==> src/design/texture_slot_cache_defines.svh <==
// assertion helpers used by texture_slot_cache
`ifndef TEXTURE_SLOT_CACHE_DEFINES_SVH
`define TEXTURE_SLOT_CACHE_DEFINES_SVH

// plain property, checked on every rising clock edge outside reset
`define TSC_ASSERT(lbl, clk, rst, prop, msg) \
   lbl: assert property (@(posedge clk) disable iff (rst) (prop)) else $error(msg);

// antecedent implies consequent in the same cycle
`define TSC_ASSERT_IMP(lbl, clk, rst, ante, cons, msg) \
   lbl: assert property (@(posedge clk) disable iff (rst) (ante) |-> (cons)) else $error(msg);

`endif

==> src/design/tsc_pkg.sv <==
package tsc_pkg;

   localparam int ID_PORT_W   = 16;
   localparam int SRC_SLOT_W  = 4;
   localparam int RSP_SLOT_W  = 4;
   localparam int EVICT_CNT_W = 32;

   typedef enum logic [1:0] {
      ST_IDLE = 2'b01,
      ST_SCAN = 2'b10
   } state_type;

endpackage

==> src/design/texture_slot_cache.sv <==
// Fully associative image-id to slot table with first-in first-out replacement. A lookup
// walks the filled entries through the single read port of the entry memory, one entry per
// cycle, and stops at the first match; a zero image id skips the walk and gets no slot.
// The next request is taken as soon as the lookup has finished, while the response may
// still be waiting. On a miss the next empty slot is filled, or once the table is full the
// round-robin pointer picks the victim; evictions are counted and flush_first is raised
// when the victim is the bound drawing source. Image ids are compared on their low ID_BITS.
module texture_slot_cache #(
   parameter int TABLE_ENTRIES = 16,
   parameter int ID_BITS       = 16
) (
   input  logic                            clock,
   input  logic                            reset,
   input  logic                            req_valid,
   output logic                            req_ready,
   input  logic [tsc_pkg::ID_PORT_W-1:0]   req_image_id,
   input  logic [tsc_pkg::SRC_SLOT_W-1:0]  req_source_slot,
   input  logic                            req_source_valid,
   output logic                            rsp_valid,
   input  logic                            rsp_ready,
   output logic                            rsp_valid_res,
   output logic [tsc_pkg::RSP_SLOT_W-1:0]  rsp_slot,
   output logic                            rsp_hit,
   output logic                            rsp_evicted,
   output logic                            rsp_flush_first,
   output logic [tsc_pkg::EVICT_CNT_W-1:0] rsp_eviction_total
);
   import tsc_pkg::*;

   localparam int SLOT_W = (TABLE_ENTRIES > 1) ? $clog2(TABLE_ENTRIES) : 1;
   localparam int CNT_W  = SLOT_W + 1;
   localparam int KEY_W  = (ID_BITS < ID_PORT_W) ? ID_BITS : ID_PORT_W;
   localparam int CMP_W  = (SLOT_W > SRC_SLOT_W) ? SLOT_W : SRC_SLOT_W;
   localparam logic [CNT_W-1:0]  FULL_CNT  = CNT_W'(TABLE_ENTRIES);
   localparam logic [SLOT_W-1:0] LAST_SLOT = SLOT_W'(TABLE_ENTRIES - 1);

   state_type               state_ff, state_in;
   logic [KEY_W-1:0]        key_ff;
   logic [SRC_SLOT_W-1:0]   src_ff;
   logic                    srcv_ff;
   logic                    zero_ff;
   logic [CNT_W-1:0]        issue_idx_ff, issue_idx_in;
   logic [SLOT_W-1:0]       chk_idx_ff;
   logic                    chk_vld_ff, chk_vld_in;
   logic [KEY_W-1:0]        rdata_ff;
   logic [KEY_W-1:0]        entry_image_ff [TABLE_ENTRIES];
   logic [CNT_W-1:0]        fill_ff, fill_in;
   logic [SLOT_W-1:0]       ptr_ff, ptr_in;
   logic [EVICT_CNT_W-1:0]  ev_cnt_ff, ev_cnt_in;

   logic                    rsp_valid_ff, rsp_valid_in;
   logic                    rsp_valid_res_ff;
   logic [RSP_SLOT_W-1:0]   rsp_slot_ff;
   logic                    rsp_hit_ff;
   logic                    rsp_evicted_ff;
   logic                    rsp_flush_first_ff;
   logic [EVICT_CNT_W-1:0]  rsp_eviction_total_ff;

   logic                    accept;
   logic                    issuing;
   logic                    match;
   logic                    out_free;
   logic                    finish;
   logic                    advance;
   logic                    miss;
   logic                    full;
   logic                    evict;
   logic                    flush;
   logic [SLOT_W-1:0]       target;

   assign req_ready = (state_ff == ST_IDLE);
   assign accept    = req_valid && req_ready;

   assign issuing  = (issue_idx_ff < fill_ff);
   assign match    = chk_vld_ff && (rdata_ff == key_ff);
   assign out_free = !rsp_valid_ff || rsp_ready;
   assign finish   = (state_ff == ST_SCAN) && out_free &&
                     (zero_ff || match || (!issuing && !chk_vld_ff));
   assign advance  = (state_ff == ST_SCAN) && !zero_ff && !match && (issuing || chk_vld_ff);
   assign miss     = !zero_ff && !match;
   assign full     = (fill_ff == FULL_CNT);
   assign target   = match ? chk_idx_ff : (full ? ptr_ff : fill_ff[SLOT_W-1:0]);
   assign evict    = miss && full;
   assign flush    = evict && srcv_ff && (CMP_W'(src_ff) == CMP_W'(target));

   always_comb begin
      state_in     = state_ff;
      issue_idx_in = issue_idx_ff;
      chk_vld_in   = chk_vld_ff;
      fill_in      = fill_ff;
      ptr_in       = ptr_ff;
      ev_cnt_in    = ev_cnt_ff;
      rsp_valid_in = rsp_valid_ff && !rsp_ready;
      case (state_ff)
         ST_IDLE: begin
            if (accept) begin
               state_in     = ST_SCAN;
               issue_idx_in = '0;
               chk_vld_in   = 1'b0;
            end
         end
         ST_SCAN: begin
            if (advance) begin
               chk_vld_in   = issuing;
               issue_idx_in = issue_idx_ff + CNT_W'(issuing);
            end
            if (finish) begin
               state_in     = ST_IDLE;
               rsp_valid_in = 1'b1;
               if (miss && !full) begin
                  fill_in = fill_ff + CNT_W'(1);
               end
               if (evict) begin
                  ptr_in    = (ptr_ff == LAST_SLOT) ? '0 : ptr_ff + SLOT_W'(1);
                  ev_cnt_in = ev_cnt_ff + EVICT_CNT_W'(1);
               end
            end
         end
         default: begin
            state_in = ST_IDLE;
         end
      endcase
   end

   always_ff @(posedge clock) begin
      if (reset) begin
         state_ff     <= ST_IDLE;
         issue_idx_ff <= '0;
         chk_vld_ff   <= 1'b0;
         fill_ff      <= '0;
         ptr_ff       <= '0;
         ev_cnt_ff    <= '0;
         rsp_valid_ff <= 1'b0;
      end else begin
         state_ff     <= state_in;
         issue_idx_ff <= issue_idx_in;
         chk_vld_ff   <= chk_vld_in;
         fill_ff      <= fill_in;
         ptr_ff       <= ptr_in;
         ev_cnt_ff    <= ev_cnt_in;
         rsp_valid_ff <= rsp_valid_in;
      end
   end

   // request capture and compare pipeline
   always_ff @(posedge clock) begin
      if (accept) begin
         key_ff  <= req_image_id[KEY_W-1:0];
         zero_ff <= (req_image_id[KEY_W-1:0] == '0);
         src_ff  <= req_source_slot;
         srcv_ff <= req_source_valid;
      end
      if (advance) begin
         chk_idx_ff <= issue_idx_ff[SLOT_W-1:0];
      end
   end

   // entry memory: entries at or above the fill count are never compared
   always_ff @(posedge clock) begin
      if (finish && miss) begin
         entry_image_ff[target] <= key_ff;
      end
      if (advance) begin
         rdata_ff <= entry_image_ff[issue_idx_ff[SLOT_W-1:0]];
      end
   end

   always_ff @(posedge clock) begin
      if (finish) begin
         rsp_valid_res_ff      <= !zero_ff;
         rsp_slot_ff           <= zero_ff ? '0 : RSP_SLOT_W'(target);
         rsp_hit_ff            <= match;
         rsp_evicted_ff        <= evict;
         rsp_flush_first_ff    <= flush;
         rsp_eviction_total_ff <= ev_cnt_in;
      end
   end

   assign rsp_valid          = rsp_valid_ff;
   assign rsp_valid_res      = rsp_valid_res_ff;
   assign rsp_slot           = rsp_slot_ff;
   assign rsp_hit            = rsp_hit_ff;
   assign rsp_evicted        = rsp_evicted_ff;
   assign rsp_flush_first    = rsp_flush_first_ff;
   assign rsp_eviction_total = rsp_eviction_total_ff;

`include "texture_slot_cache_defines.svh"

   `TSC_ASSERT(a_fill_bound, clock, reset, fill_ff <= FULL_CNT, "fill count beyond table size")
   `TSC_ASSERT_IMP(a_ptr_only_when_full, clock, reset, ptr_ff != '0, full, "pointer moved before table full")
   `TSC_ASSERT_IMP(a_flush_needs_evict, clock, reset, rsp_valid_ff && rsp_flush_first_ff, rsp_evicted_ff, "flush without eviction")
   `TSC_ASSERT_IMP(a_hit_no_evict, clock, reset, rsp_valid_ff && rsp_hit_ff, !rsp_evicted_ff && rsp_valid_res_ff, "hit response marks eviction")
   `TSC_ASSERT_IMP(a_write_in_range, clock, reset, finish && miss && !full, fill_ff < FULL_CNT, "fill slot out of range")

endmodule
==> config.mk <==
export PLATFORM = sky130hd
export DESIGN_NAME = texture_slot_cache
export DESIGN_NICKNAME = d
export VERILOG_FILES = /design/src/design/tsc_pkg.sv /design/src/design/texture_slot_cache.sv
export VERILOG_INCLUDE_DIRS = /design/src /design/src/design
export SDC_FILE = /design/constraint.sdc
export NUM_CORES = 1
export LEC_CHECK = 0
export ABC_CLOCK_PERIOD_IN_PS = 10600
export BUFFER_PORTS_ARGS = -buffer_cell sky130_fd_sc_hd__buf_2
export CORE_UTILIZATION = 65
export CTS_BUF_LIST = sky130_fd_sc_hd__clkbuf_8
export CTS_CLUSTER_DIAMETER = 150
export DETAILED_ROUTE_END_ITERATION = 8
export GPL_TIMING_DRIVEN = 0
export MAX_ROUTING_LAYER = met4
export PLACE_DENSITY = 0.81
export SYNTH_ARGS = -nofsm -noshare
export SYNTH_HDL_FRONTEND = slang
export SYNTH_SLANG_ARGS = --single-unit
==> constraint.sdc <==
create_clock -name clock -period 10.6 [get_ports clock]
set_clock_uncertainty 0.15 [all_clocks]
set_input_delay 2.65 -clock clock [delete_from_list [all_inputs] [get_ports clock]]
set_output_delay 2.65 -clock clock [all_outputs]
set_load 0.01 [all_outputs]
==> flow_metrics.py, run 1 <==
metrics = {
    "sta": {
        "max_slew_margin": 0.161,
        "finalSetupViolCount": 0,
        "worst_slew_pin_slew_ns": 1.25,
        "rsz0062_at_grt": "false",
        "fmax_mhz": 195,
        "fin_crit_ns": 5.13,
        "setup_tns_ns": 0,
        "hold_ws_ns": 0.366,
        "fin_crit_sh": 0.484,
        "finalHoldViolations": 0,
        "drv_slew": 0,
    },
    "logic_synthesis": {
        "async_reset_ff_frac": 0,
        "syn_avg_cell_area_sq_um": 17.6,
        "ys_top_cells_by_count": "338 x edfxtp_1, 80 x mux4_2, 51 x nor2_1",
        "synth-seq-cells": 388,
        "synth_area_leaders": "edfxtp_1 65%, mux4_2 12%, dfxtp_1 6.4%",
        "yosys.area.top_type_share": 0.654,
        "synth_most_common_cell": "edfxtp_1",
        "ys_types": 54,
        "synth_cells": 882,
        "synth_seq_area_share": 0.718,
        "yosys_warnings": 0,
        "netlist_area_sq_um": 15500,
        "synthesis.nets": 917,
        "synth_top_area_cell": "edfxtp_1",
        "synth-edff-count": 338,
        "synth_ff_type": "edfxtp_1",
    },
    "critical_path": {
        "reg2reg_slack_ns": 6.14,
        "worstPathMaxFanout": 10,
        "reg2reg_depth": 9,
        "arrival_ns": 5.27,
        "critPathKind": "primary input to flop",
        "r2r-start": "key_ff[4]$_DFFE_PP_",
        "timing.rr.end": "entry_image_ff[9][2]$_DFFE_PP_",
        "cp-end-kind": "flop",
        "cp.required_ns": 10.74,
        "startpoint_type": "primary input",
    },
    "cells_and_area": {
        "areaGrowthSynthToFinish_pct": 13.6,
        "utilization": 0.752,
        "drive_above_1_share": 0.278,
        "stdcell_area_sq_um": 17600,
        "finalNonFillerCells": 1389,
        "area.sequential_sq_um": 11200,
        "filler_cell_count": 1295,
        "multi_input_area_sq_um": 4230,
        "fin_nets": 1058,
        "antennaDiodeCount": 0,
    },
    "outcome": {
        "status": "finished clean",
    },
    "worst_hold_path": {
        "min_from": "ev_cnt_ff[31]$_SDFF_PP0_",
        "holdPathEnd": "ev_cnt_ff[31]$_SDFF_PP0_",
        "holdPathStages": 2,
        "hold_path_class": "flop to flop",
    },
    "clock_network": {
        "ctsResizeCount": 0,
        "clock_latency_ns": 0.60,
        "cts-root-buf": "clkbuf_8",
        "cts_sinks": 388,
        "cts.reportedPaths.clkPinSlew_ns": 0.06,
        "clockBufferDepth": 3,
        "ctsHoldBuffers": 0,
        "post_cts_buffers": 0,
        "htree_levels": 2,
        "cts_buffers": 57,
        "cts_tree": "built",
    },
    "placed_design": {
        "placed_area_sq_um": 16600,
        "hpwl_mm": 22.9,
        "globalplace.congestion": 0.856,
        "dp.cells": 1283,
        "portBuffers": 65,
    },
    "floorplan": {
        "start_util": 0.662,
        "rows": 56,
        "dieArea_sq_um": 24500,
        "io-pin-count": 67,
        "coreArea_sq_um": 23500,
        "die_h_microns": 157,
        "die_w_microns": 157,
    },
    "route": {
        "avgRoutedWirePerCell_microns": 24.5,
        "first_pass_iters": 5,
        "via_per_inst": 6.39,
        "via_count": 8878,
        "totalWireLength_mm": 34.1,
        "drc": 0,
        "dr.first_iter.drc_count": 859,
        "antenna_left": 0,
    },
    "grt": {
        "overflow": 0,
        "grt_usage": 0.301,
        "antenna_found_initial": 0,
        "grt_start_max_net_pins": 28,
        "grt_pass1_vias": 8829,
        "grt_first_pass_wirelength_mm": 50.7,
    },
    "pwr": {
        "p_leak_nw": 5.89,
        "irDropWorstVdd_uv": 141,
        "power_density_nw_per_um2": 161,
    },
    "flow_run": {
        "maxCapViolCount": 0,
    },
}
==> cell type report <==
type                    instances  area share
multi-input cells             446       0.240
well taps                     319      0.0226
clock buffers                  66      0.0515
flip-flops and latches        388       0.632
clock inverters                40     0.00929
inverters                      15     0.00319
plain buffers                  33     0.00794
repair buffers                 82      0.0336
==> layer usage <==
layer / wire length (microns) / GRT usage
met3: 3620 / 0.0742
met5: 0 / -
met2: 16200 / 0.458
met1: 13100 / 0.396
met4: 1170 / 0.119
==> flip-flops by register name (all words and copies together) (netlist names) <==
name,cells
rsp_valid,1
rdata_ff,16
state_ff,2
ptr_ff,4
entry_image_ff,256
rsp_flush_first,1
issue_idx_ff,5
rsp_evicted,1
fill_ff,5
chk_idx_ff,4
chk_vld_ff,1
rsp_eviction_total,32
key_ff,16
zero_ff,1
rsp_hit,1
srcv_ff,1
rsp_slot,4
src_ff,4
rsp_valid_res,1
ev_cnt_ff,32
==> worst max-delay path, stage by stage <==
cell and delay (ns):
buf_2 0.08, nor2b_1 0.08, nand2b_1 0.30, nor4_2 0.77, nand3_1 0.42, nor2_2 0.72
buf_8 0.24
==> power breakdown <==
part           internal [W]  switching (W)
Combinational     0.0000125      0.0000249
Clock              0.000565       0.000548
Sequential          0.00167      0.0000200
Total               0.00225       0.000593
==> layout by cell type (no fill, tap or decap), drive strengths merged, types with 11 or more instances in the layout <==
cell type / synthesis / routed
a21oi: 31 / 31
buf: 10 / 92
clkbuf: 23 / 89
clkinv: 0 / 19
dfxtp: 50 / 50
edfxtp: 338 / 338
inv: 15 / 35
mux2: 15 / 15
mux4: 80 / 80
nand2: 37 / 37
nand3: 23 / 23
nand4: 24 / 24
nor2: 52 / 52
nor2b: 20 / 20
nor4: 14 / 14
o21ai: 16 / 16
or4: 11 / 11
xnor2: 23 / 23
==> through the flow <==
step / total power [W] / setup WS [ns]
detailed placement: 0.00176 / 4.98
finish: 0.00284 / 5.47
global placement: 0.00175 / 4.32
CTS: 0.00284 / 5.57
global route: 0.00292 / 5.36
floorplan: 0.00173 / 5.36
==> logic make-up (layout without fill, tap and decap cells) <==
family / after synthesis / in the layout / share of synthesized area
simple gates: 227 / 227 / 0.0807
mux: 99 / 99 / 0.129
compound gates: 77 / 77 / 0.0325
buf+inv: 48 / 236 / 0.0126
fa+ha+maj: 10 / 10 / 0.00806
flops: 388 / 388 / 0.718
xor+xnor: 33 / 33 / 0.0186
==> worst max path at each step <==
stage | cells past startpoint | end | slack (ns) | startpoint
floorplan | 3 | rsp_evicted$_DFFE_PN_ | 5.36 | rsp_ready
global placement | 6 | entry_image_ff[10][3]$_DFFE_PP_ | 4.32 | rsp_ready
detailed placement | 7 | entry_image_ff[12][2]$_DFFE_PP_ | 4.98 | rsp_ready
CTS | 7 | entry_image_ff[12][4]$_DFFE_PP_ | 5.57 | rsp_ready
global route | 7 | entry_image_ff[12][3]$_DFFE_PP_ | 5.36 | rsp_ready
finish | 7 | entry_image_ff[12][4]$_DFFE_PP_ | 5.47 | rsp_ready
No activity file was read; power rests on OpenSTA's default activity.
==> inputs of run 2 (changes only) <==
Settings changed: ABC_CLOCK_PERIOD_IN_PS 10600 to 5000, CORE_UTILIZATION 65 to 64, PLACE_DENSITY 0.81 to 0.8.
Clock period 10.6 ns to 5 ns, I/O delays scaled along.
==> flow_metrics.py, run 2 (same netlist as run 1, synthesis figures left out) <==
metrics = {
    "placed_design": {
        "dp.cells": 1283,
        "hpwl_mm": 23.2,
        "preCtsSetupSlack_ns": 0.651,
        "globalplace.congestion": 0.901,
        "placed_area_sq_um": 16600,
        "portBuffers": 65,
    },
    "critical_path": {
        "r2r-start": "key_ff[4]$_DFFE_PP_",
        "crit_buf_inv": 3,
        "arrival_ns": 4.65,
        "startpoint_type": "flop",
        "cp_slowest_cell": "nor4bb_1",
        "worst_path_dominant_cell_family": "simple AND/OR/NAND/NOR gates",
        "cp_common_cell": "clkbuf_1",
        "worstPathMaxFanout": 17,
        "cp-end-kind": "flop",
        "crit_chain": "xor2_1 > nand2b_1 > nor4bb_1 > clkbuf_1 > and2_0 > clkbuf_1 > mux2_2 > nor2_2 > buf_8",
        "critPathKind": "flop to flop",
        "slowest_delay_ns": 0.76,
        "cp.required_ns": 5.15,
        "startpoint": "key_ff[4]$_DFFE_PP_",
    },
    "worst_hold_path": {
        "hold_path_class": "flop to flop",
        "min_from": "issue_idx_ff[4]$_SDFFE_PP0P_",
    },
    "sta": {
        "worst_slew_pin_slew_ns": 1.18,
        "finalHoldViolations": 0,
        "rsz0062_at_grt": "false",
        "fin_crit_sh": 0.899,
        "finalSetupViolCount": 0,
        "drv_slew": 0,
        "max_slew_margin": 0.209,
        "fin_ws_ns": 0.505,
        "fmax_mhz": 222,
        "fin_crit_ns": 4.49,
    },
    "floorplan": {
        "start_util": 0.658,
        "io-pin-count": 67,
        "die_h_microns": 158,
        "coreArea_sq_um": 23600,
        "dieArea_sq_um": 24900,
        "rows": 56,
        "die_w_microns": 158,
    },
    "cells_and_area": {
        "largest_reg_flops": 256,
        "area.sequential_sq_um": 11200,
        "utilization": 0.746,
        "stdcell_area_sq_um": 17600,
        "regMostFlops": "entry_image_ff",
        "final_common_cell": "edfxtp_1",
        "fin_nets": 1060,
        "filler_cell_count": 1370,
        "drive_above_1_share": 0.273,
        "antennaDiodeCount": 0,
        "final_cell_mix": "338 x edfxtp_1, 80 x mux4_2, 72 x buf_2",
        "areaGrowthSynthToFinish_pct": 13.4,
        "finalNonFillerCells": 1392,
        "multi_input_area_sq_um": 4230,
    },
    "clock_network": {
        "clock_latency_ns": 0.62,
        "cts_sinks": 388,
        "htree_levels": 2,
        "cts-root-buf": "clkbuf_8",
        "post_cts_buffers": 0,
        "ctsResizeCount": 0,
        "cts_tree": "built",
        "cts_buffers": 59,
        "clockBufferDepth": 3,
        "ctsHoldBuffers": 0,
        "cts.reportedPaths.clkPinSlew_ns": 0.07,
    },
    "grt": {
        "grt_start_max_net_pins": 29,
        "antenna_found_initial": 0,
        "overflow": 0,
        "grt_usage": 0.300,
        "grt_first_pass_wirelength_mm": 51.0,
        "grt_pass1_vias": 8591,
    },
    "route": {
        "antenna_left": 0,
        "via_count": 8798,
        "via_per_inst": 6.32,
        "avgRoutedWirePerCell_microns": 24.8,
        "dr.first_iter.drc_count": 928,
        "drc": 0,
        "first_pass_iters": 5,
        "totalWireLength_mm": 34.5,
    },
    "pwr": {
        "p_total_w": 0.00597,
        "irDropWorstVdd_uv": 345,
        "power_density_nw_per_um2": 339,
        "p_leak_nw": 5.88,
    },
    "outcome": {
        "status": "finished clean",
    },
    "flow_run": {
        "maxCapViolCount": 0,
    },
}
-- run 2: cell types whose count changed in the layout (fill, tap and decap cells not counted) --
cell	change
clkinv_2	+1
buf_16	+2
clkinv_1	+8
inv_6	+1
buf_6	+3
inv_1	-1
buf_8	-5
clkbuf_8	-6
-- run 2: final timing paths --
check | endpoint | cells after the start | slack (ns)
worst max-delay path | entry_image_ff[8][3]$_DFFE_PP_ | 9 | 0.51
worst min-delay path | issue_idx_ff[4]$_SDFFE_PP0P_ | 2 | 0.36
worst max register to register | entry_image_ff[8][3]$_DFFE_PP_ | 9 | 0.51
worst min register to register | issue_idx_ff[4]$_SDFFE_PP0P_ | 2 | 0.36
-- run 2: final cells by class --
class,instances,area share
plain buffers,33,0.00796
clock buffers,60,0.0469
clock inverters,49,0.0116
inverters,15,0.00320
multi-input cells,446,0.240
flip-flops and latches,388,0.633
well taps,319,0.0227
repair buffers,82,0.0345
-- run 2: power breakdown --
part           internal [W]  leakage [nW]  switching [W]
clock               0.00111         0.602        0.00120
combinational     0.0000263          1.75      0.0000522
sequential          0.00354          3.52      0.0000425
-- run 2: layer usage --
metal | up-vias | share of wire | global-route usage
li1 | 3838 | - | -
met1 | 4361 | 0.39 | 0.405
met2 | 514 | 0.47 | 0.449
met3 | 85 | 0.11 | 0.0802
met4 | 0 | 0.026 | 0.0994
met5 | - | 0 | -
-- run 2: worst reg2reg max path, delay by kind of cell (launching register included) --
kind | cells | cell delay [ns]
flops | 1 | 0.71
buf+inv | 3 | 0.87
simple gates | 4 | 1.78
xor+xnor | 1 | 0.25
mux | 1 | 0.45
-- run 2: per-stage QoR --
stage                     hold slack (ns)  setup TNS [ns]
after floorplan                     0.285               0
after detailed placement            0.335               0
after global routing                0.392               0
final                               0.360               0
after CTS                           0.355               0
after global placement              0.324          -14.53
==> inputs of run 3 (changes only) <==
Settings changed: PLACE_DENSITY 0.8 to 0.82.
==> flow_metrics.py, run 3 (same netlist as run 1, synthesis figures left out) <==
metrics = {
    "sta": {
        "fin_crit_sh": 0.858,
        "finalHoldViolations": 0,
        "fmax_mhz": 233,
        "finalSetupViolCount": 0,
        "worst_slew_pin_slew_ns": 1.22,
        "max_slew_margin": 0.178,
        "rsz0062_at_grt": "false",
        "drv_slew": 0,
        "hold_ws_ns": 0.358,
        "fin_crit_ns": 4.29,
        "fin_ws_ns": 0.712,
    },
    "placed_design": {
        "placed_area_sq_um": 16600,
        "preCtsSetupSlack_ns": 0.778,
        "globalplace.congestion": 0.866,
        "portBuffers": 65,
        "hpwl_mm": 23.5,
    },
    "clock_network": {
        "ctsHoldBuffers": 0,
        "cts_sinks": 388,
        "cts_tree": "built",
        "cts-root-buf": "clkbuf_8",
        "ctsResizeCount": 0,
        "clock_latency_ns": 0.60,
        "htree_levels": 2,
        "clockBufferDepth": 3,
        "post_cts_buffers": 0,
        "cts.reportedPaths.clkPinSlew_ns": 0.06,
        "cts_buffers": 57,
    },
    "route": {
        "via_per_inst": 6.45,
        "wl_met2_mm": 17.3,
        "drc": 0,
        "first_pass_iters": 6,
        "via_count": 8953,
        "totalWireLength_mm": 35.3,
        "dr_wl_met3_mm": 3.29,
        "wl_met1_mm": 13.3,
        "top_layer": "met4",
        "avgRoutedWirePerCell_microns": 25.4,
        "antenna_left": 0,
        "dr.first_iter.drc_count": 1043,
    },
    "floorplan": {
        "io-pin-count": 67,
        "dieArea_sq_um": 24900,
        "coreArea_sq_um": 23600,
        "start_util": 0.658,
        "die_w_microns": 158,
        "die_h_microns": 158,
        "rows": 56,
    },
    "critical_path": {
        "worstPathMaxFanout": 17,
        "worst-path-stages": 8,
        "slowest_delay_ns": 0.75,
        "critPathKind": "flop to flop",
        "r2r-start": "key_ff[5]$_DFFE_PP_",
        "worst_path_dominant_cell_family": "simple AND/OR/NAND/NOR gates",
        "crit_chain": "xnor2_1 > nand4_1 > nor4_2 > and2_0 > clkbuf_1 > mux2_2 > nor2_2 > buf_8",
        "arrival_ns": 4.41,
        "timing.rr.end": "entry_image_ff[8][2]$_DFFE_PP_",
        "cp-end-kind": "flop",
        "reg2reg_depth": 8,
        "crit_buf_inv": 2,
        "cp_slowest_cell": "nor4_2",
        "cp.required_ns": 5.13,
        "startpoint_type": "flop",
        "reg2reg_slack_ns": 0.71,
    },
    "cells_and_area": {
        "utilization": 0.747,
        "regMostFlops": "entry_image_ff",
        "fin_nets": 1058,
        "stdcell_area_sq_um": 17600,
        "final_common_cell": "edfxtp_1",
        "largest_reg_flops": 256,
        "filler_cell_count": 1337,
        "antennaDiodeCount": 0,
        "drive_above_1_share": 0.272,
        "areaGrowthSynthToFinish_pct": 13.6,
        "final_cell_mix": "338 x edfxtp_1, 80 x mux4_2, 72 x buf_2",
    },
    "outcome": {
        "status": "finished clean",
    },
    "pwr": {
        "p_leak_nw": 5.88,
        "irDropWorstVdd_uv": 348,
        "power_density_nw_per_um2": 339,
    },
    "worst_hold_path": {
        "holdPathStages": 2,
        "hold_path_class": "flop to flop",
        "min_from": "ev_cnt_ff[31]$_SDFF_PP0_",
        "holdPathEnd": "ev_cnt_ff[31]$_SDFF_PP0_",
    },
    "grt": {
        "grt_first_pass_wirelength_mm": 53.1,
        "grt_start_max_net_pins": 29,
        "antenna_found_initial": 0,
        "grt_usage": 0.312,
        "overflow": 0,
        "grt_pass1_vias": 8970,
    },
    "flow_run": {
        "maxCapViolCount": 0,
    },
}
run 3: layout make-up:
class	count	area (sq um)	share of cell area
Timing Repair Buffer	82	636	0.0360
Sequential cell	388	11200	0.632
Multi-Input combinational cell	446	4230	0.240
Clock buffer	59	812	0.0460
Tap cell	319	399	0.0226
Buffer	33	140	0.00794
Clock inverter	47	225	0.0128
Inverter	15	56.3	0.00319
run 3: per-stage QoR:
step                setup TNS, ns  std cells  total power [W]
CTS                             0       1389          0.00600
detailed placement              0       1283          0.00373
floorplan                       0        882          0.00367
global placement           -11.88       1266          0.00372
global route                    0       1389          0.00614
finish                          0       1389          0.00598
run 3: layer usage:
layer,up-vias,track usage
li1,3841,-
met1,4476,0.401
met2,510,0.485
met3,126,0.0613
met4,0,0.143
met5,-,-
run 3: how the worst max path moves through the flow:
stage                                    from                          endpoint  slack (ns)
after floorplan           key_ff[2]$_DFFE_PP_             rsp_evicted$_DFFE_PN_        0.65
after global placement    key_ff[2]$_DFFE_PP_  rsp_eviction_total[20]$_DFFE_PN_       -0.30
after detailed placement  key_ff[4]$_DFFE_PP_    entry_image_ff[8][2]$_DFFE_PP_        0.78
after CTS                 key_ff[4]$_DFFE_PP_    entry_image_ff[8][2]$_DFFE_PP_        0.78
after global routing      key_ff[4]$_DFFE_PP_    entry_image_ff[8][2]$_DFFE_PP_        0.58
final                     key_ff[5]$_DFFE_PP_    entry_image_ff[8][2]$_DFFE_PP_        0.71
run 3: where the power goes:
group / internal (W) / total [W] / switching, W
Combinational: 0.0000261 / 0.0000812 / 0.0000550
Clock: 0.00115 / 0.00231 / 0.00116
Sequential: 0.00354 / 0.00358 / 0.0000439
run 3: worst min-delay path, delay by kind of cell (launching register included):
kind | cells | cell delay, ns
compound gates | 2 | 0.14
flops | 1 | 0.31
